File: config.mk
export PLATFORM = sky130hd
export DESIGN_NAME = hcbp_ram
export DESIGN_NICKNAME = d
export VERILOG_FILES = /design/src/rtl/hcbp_ram.sv
export SDC_FILE = /design/constraint.sdc
export NUM_CORES = 2
export LEC_CHECK = 0
export ABC_CLOCK_PERIOD_IN_PS = 3000
export BUFFER_PORTS_ARGS = -buffer_cell sky130_fd_sc_hd__buf_2
export CAP_MARGIN = 10
export CORE_ASPECT_RATIO = 0.8
export CORE_UTILIZATION = 45
export CTS_CLUSTER_SIZE = 28
export DETAILED_ROUTE_END_ITERATION = 12
export GPL_ROUTABILITY_DRIVEN = 0
export GPL_TIMING_DRIVEN = 0
export PLACE_DENSITY = 0.61
export REMOVE_ABC_BUFFERS = 1
export SETUP_SLACK_MARGIN = 0.4
export SLEW_MARGIN = 40
export SYNTH_ARGS = -nofsm -noshare
export SYNTH_HDL_FRONTEND = slang
export SYNTH_SLANG_ARGS = --single-unit
export TNS_END_PERCENT = 1
File: constraint.sdc
create_clock -name clk -period 3 [get_ports clk]
set_input_delay 0.3 -clock clk [delete_from_list [all_inputs] [get_ports clk]]
set_output_delay 0.3 -clock clk [all_outputs]
set_load 0.02 [all_outputs]
File: src/rtl/hcbp_ram.sv
// ----------------------------------------------------------------------------
// Generic single-port-write RAM
// One write port and one read port with registered read data.
// ----------------------------------------------------------------------------
`default_nettype none

module hcbp_ram #(
    parameter int WIDTH = 8,
    parameter int DEPTH = 256,
    parameter int AW    = (DEPTH > 1) ? $clog2(DEPTH) : 1
) (
    input  wire logic             clk,
    input  wire logic             we,
    input  wire logic [AW-1:0]    waddr,
    input  wire logic [WIDTH-1:0] wdata,
    input  wire logic             re,
    input  wire logic [AW-1:0]    raddr,
    output logic      [WIDTH-1:0] rdata
);

    logic [WIDTH-1:0] mem [DEPTH];

    // Write port.
    always_ff @(posedge clk)
    begin
        if (we)
        begin
            mem[waddr] <= wdata;
        end
    end

    // Registered read port.
    always_ff @(posedge clk)
    begin
        if (re)
        begin
            rdata <= mem[raddr];
        end
    end

endmodule

`default_nettype wire

==> results.sh <==
export IMPL_die_w_um=472.3
export IMPL_grt_pass1_vias=38430
export IMPL_final_layout_size_suffix_gt1_share_pct=27.28
export IMPL_cts_buffer_depth=3
export IMPL_placed_area_sq_mm=0.08379
export IMPL_vdd_drop_max_uv=678.3
export IMPL_die_y_um=378.3
export IMPL_dpl_hpwl_mm=121.6
export IMPL_crit_path_end_kind="flip-flop"
export IMPL_hold_viol=0
export IMPL_placement_io_buffers=34
export IMPL_syn_area_sq_mm=0.07964
export IMPL_cp_start_kind="flip-flop"
export IMPL_core_area_sq_mm=0.1750
export IMPL_rows=137
export IMPL_tightest_slew_ns=0.8886
export IMPL_max_freq_mhz=375.4
export IMPL_clock_latency_ns=0.84
export IMPL_finalSetupViolCount=0
export IMPL_cts_made_buffers=189
export IMPL_critPathArrivalTime_ns=3.22
export IMPL_h_tree_depth=4
export IMPL_cp_slowest_cell="nor4_2"
export IMPL_cp_cell_sequence="mux4_2 > nor2b_1 > a211oi_1 > nor3_1 > nor4_2 > nor4_1"
export IMPL_grt_pass1_wl_mm=285.3
export IMPL_synth_most_common_cell="edfxtp_1"
export IMPL_synth_top_area_share_pct=77.53
export IMPL_clock_sinks=2056
export IMPL_fin_crit_ns=2.664
export IMPL_post_synth_num_cell_types=54
export IMPL_critPathMaxFanout=1
export IMPL_post_route_drc_count=0
export IMPL_crit_path_max_incr_delay_ns=0.58
export IMPL_grt_max_degree=97
export IMPL_synth_top_area_cell="edfxtp_1"
export IMPL_antenna_found_initial=13
export IMPL_initial_core_util_pct=45.50
export IMPL_drt_total_wl_mm=202.2
export IMPL_rsz0062_at_grt="yes"
export IMPL_synthTopCellsByArea="edfxtp_1 78%, mux4_2 13%, mux2i_1 1.7%"
export IMPL_area_growth_pct=14.42
export IMPL_drtAntennaViolNets=0
export IMPL_post_place_ws_ns=-1.993
export IMPL_holdWs_ns=0.2326
export IMPL_design_area_sq_mm=0.09112
export IMPL_ys_seq_area_share_pct=77.53
export IMPL_reg2reg_slack_ns=0.34
export IMPL_avgSynthCellArea_sq_um=21.33
export IMPL_fin_crit_sh_pct=88.79
export IMPL_routedWlPerCell_um=31.62
export IMPL_grt_usage_pct=22.57
export IMPL_synth_common_cells="2056 x edfxtp_1, 454 x mux4_2, 282 x nor2_1, 134 x mux2i_1, 133 x a22oi_1"
export IMPL_final_setup_worst_slack_ns=0.3362
export IMPL_nFillCells=13550
export IMPL_synth_edf_count=2056
export IMPL_dieArea_sq_mm=0.1787
export IMPL_syn_inst=3733
export IMPL_first_pass_iters=6
export IMPL_grt_overflow=0
export IMPL_clk_pin_slew_worst_paths_ns=0.06
export IMPL_finClkSkew_ns=0.02916
export IMPL_io_pins=35
export IMPL_drt_iter0_markers=4880
export IMPL_status="complete, no violations"
export IMPL_worstPathRequired_ns=3.55
export IMPL_finalPower_mw=58.41
export IMPL_viasPerCell=6.135
export IMPL_maxCapViolations=0
export IMPL_finalMaxSlewViolations=0
export IMPL_root_buffer="clkbuf_16"
export IMPL_nets=3899
export IMPL_synth_flop_cell="edfxtp_1"
export IMPL_hold_class="in -> reg"
export IMPL_slew_headroom_pct=40.76
export IMPL_cts_tree="yes"
export IMPL_vias=39230
export IMPL_p_per_area_mw_per_mm2=641.0
export IMPL_synth_seq_cells=2056
export IMPL_path_class="reg -> reg"
export IMPL_async_reset_ff_share_pct=0
export IMPL_leakage_nw=27.88
export IMPL_ys_warn_count=0
-- layout make-up --
| type | count | area, sq um | area share (%) |
|---|---|---|---|
| antenna | 3 | 7.507 | 0.008239 |
| clock buffer | 241 | 4989 | 5.475 |
| clock inverter | 107 | 910.9 | 0.9996 |
| inverter | 2 | 12.51 | 0.01373 |
| multi-input combinational | 1442 | 17390 | 19.09 |
| sequential | 2056 | 61740 | 67.76 |
| tap | 2363 | 2957 | 3.245 |
| timing repair buffer | 181 | 3112 | 3.415 |
-- timing repair --
| item | 4_1_cts | 5_1_grt |
|---|---|---|
| resized for setup | 40 | 14 |
| hold buffers | 9 | 0 |
| gates cloned | 17 | 5 |
| setup endpoints to repair | 40 | 8 |
| endpoints found under the hold margin | 379 | 0 |
| buffers inserted | 3 | 13 |
| pin swaps | 3 | 5 |
-- where the power goes --
group	internal [mW]	switching, mW
Combinational	1.23	2.07
Sequential	31.7	0.0253
Clock	12.9	10.5
-- routing by layer --
layer | up-vias | share of wire [%] | track usage, % | wire length, um
li1 | 16040 | - | - | -
met1 | 20970 | 42 | 33.82 | 85590
met2 | 1917 | 45 | 33.33 | 91670
met3 | 296 | 10 | 5.183 | 20330
met4 | 14 | 2.2 | 5.864 | 4508
met5 | - | 0.052 | 0 | 105
-- state kept, by name, indices dropped and copies added (netlist names) --
name,count
rdata,8
mem,2048
-- cell usage in the layout (no fill, tap or decap), drive strengths merged, types with 13 or more instances in the layout --
| cell | n |
|---|---|
| buf | 150 |
| a211oi | 16 |
| clkbuf | 246 |
| clkinv | 90 |
| a22oi | 133 |
| nor4 | 27 |
| mux2i | 134 |
| bufinv | 13 |
| nand2 | 33 |
| o221ai | 47 |
| nor2b | 31 |
| a221oi | 14 |
| nor3 | 22 |
| nand3 | 34 |
| nor2 | 282 |
| mux4 | 456 |
| a21oi | 96 |
| bufbuf | 17 |
| o22ai | 28 |
| edfxtp | 2056 |
-- cells by family after synthesis --
kind of cell | Yosys count | synth area share [%]
simple gates | 466 | 2.625
buf+inv | 235 | 1.829
flops | 2056 | 77.53
mux | 591 | 14.60
compound gates | 385 | 3.416
-- per-stage QoR --
stage | utilization, % | TNS (ns) | std cells
2_1_floorplan | - | 0 | 3500
3_3_place_gp | 46.46 | -5529.30 | 5897
3_5_place_dp | 47.88 | -110.94 | 5996
4_1_cts | 51.77 | 0 | 6373
5_1_grt | 52.06 | 0 | 6393
6_report | 52.07 | 0 | 6395
-- critical path: cells and delay by family (launching register included) --
kind	cells	cell delay, ns
multiplexers	1	0.48
AND/OR/NAND/NOR	4	1.09
flip-flops	1	0.36
AO/OA/AOI/OAI	1	0.45
-- final timing paths --
kind	start	endpoint	depth (start not counted)
worst max register to register	mem[77][7]	rdata[7]	6
worst min-delay path	waddr[1]	mem[167][0]	3
worst min register to register	mem[32][5]	rdata[5]	6
worst max-delay path	mem[77][7]	rdata[7]	6
Note: power is estimated with default switching activity, not from simulation.
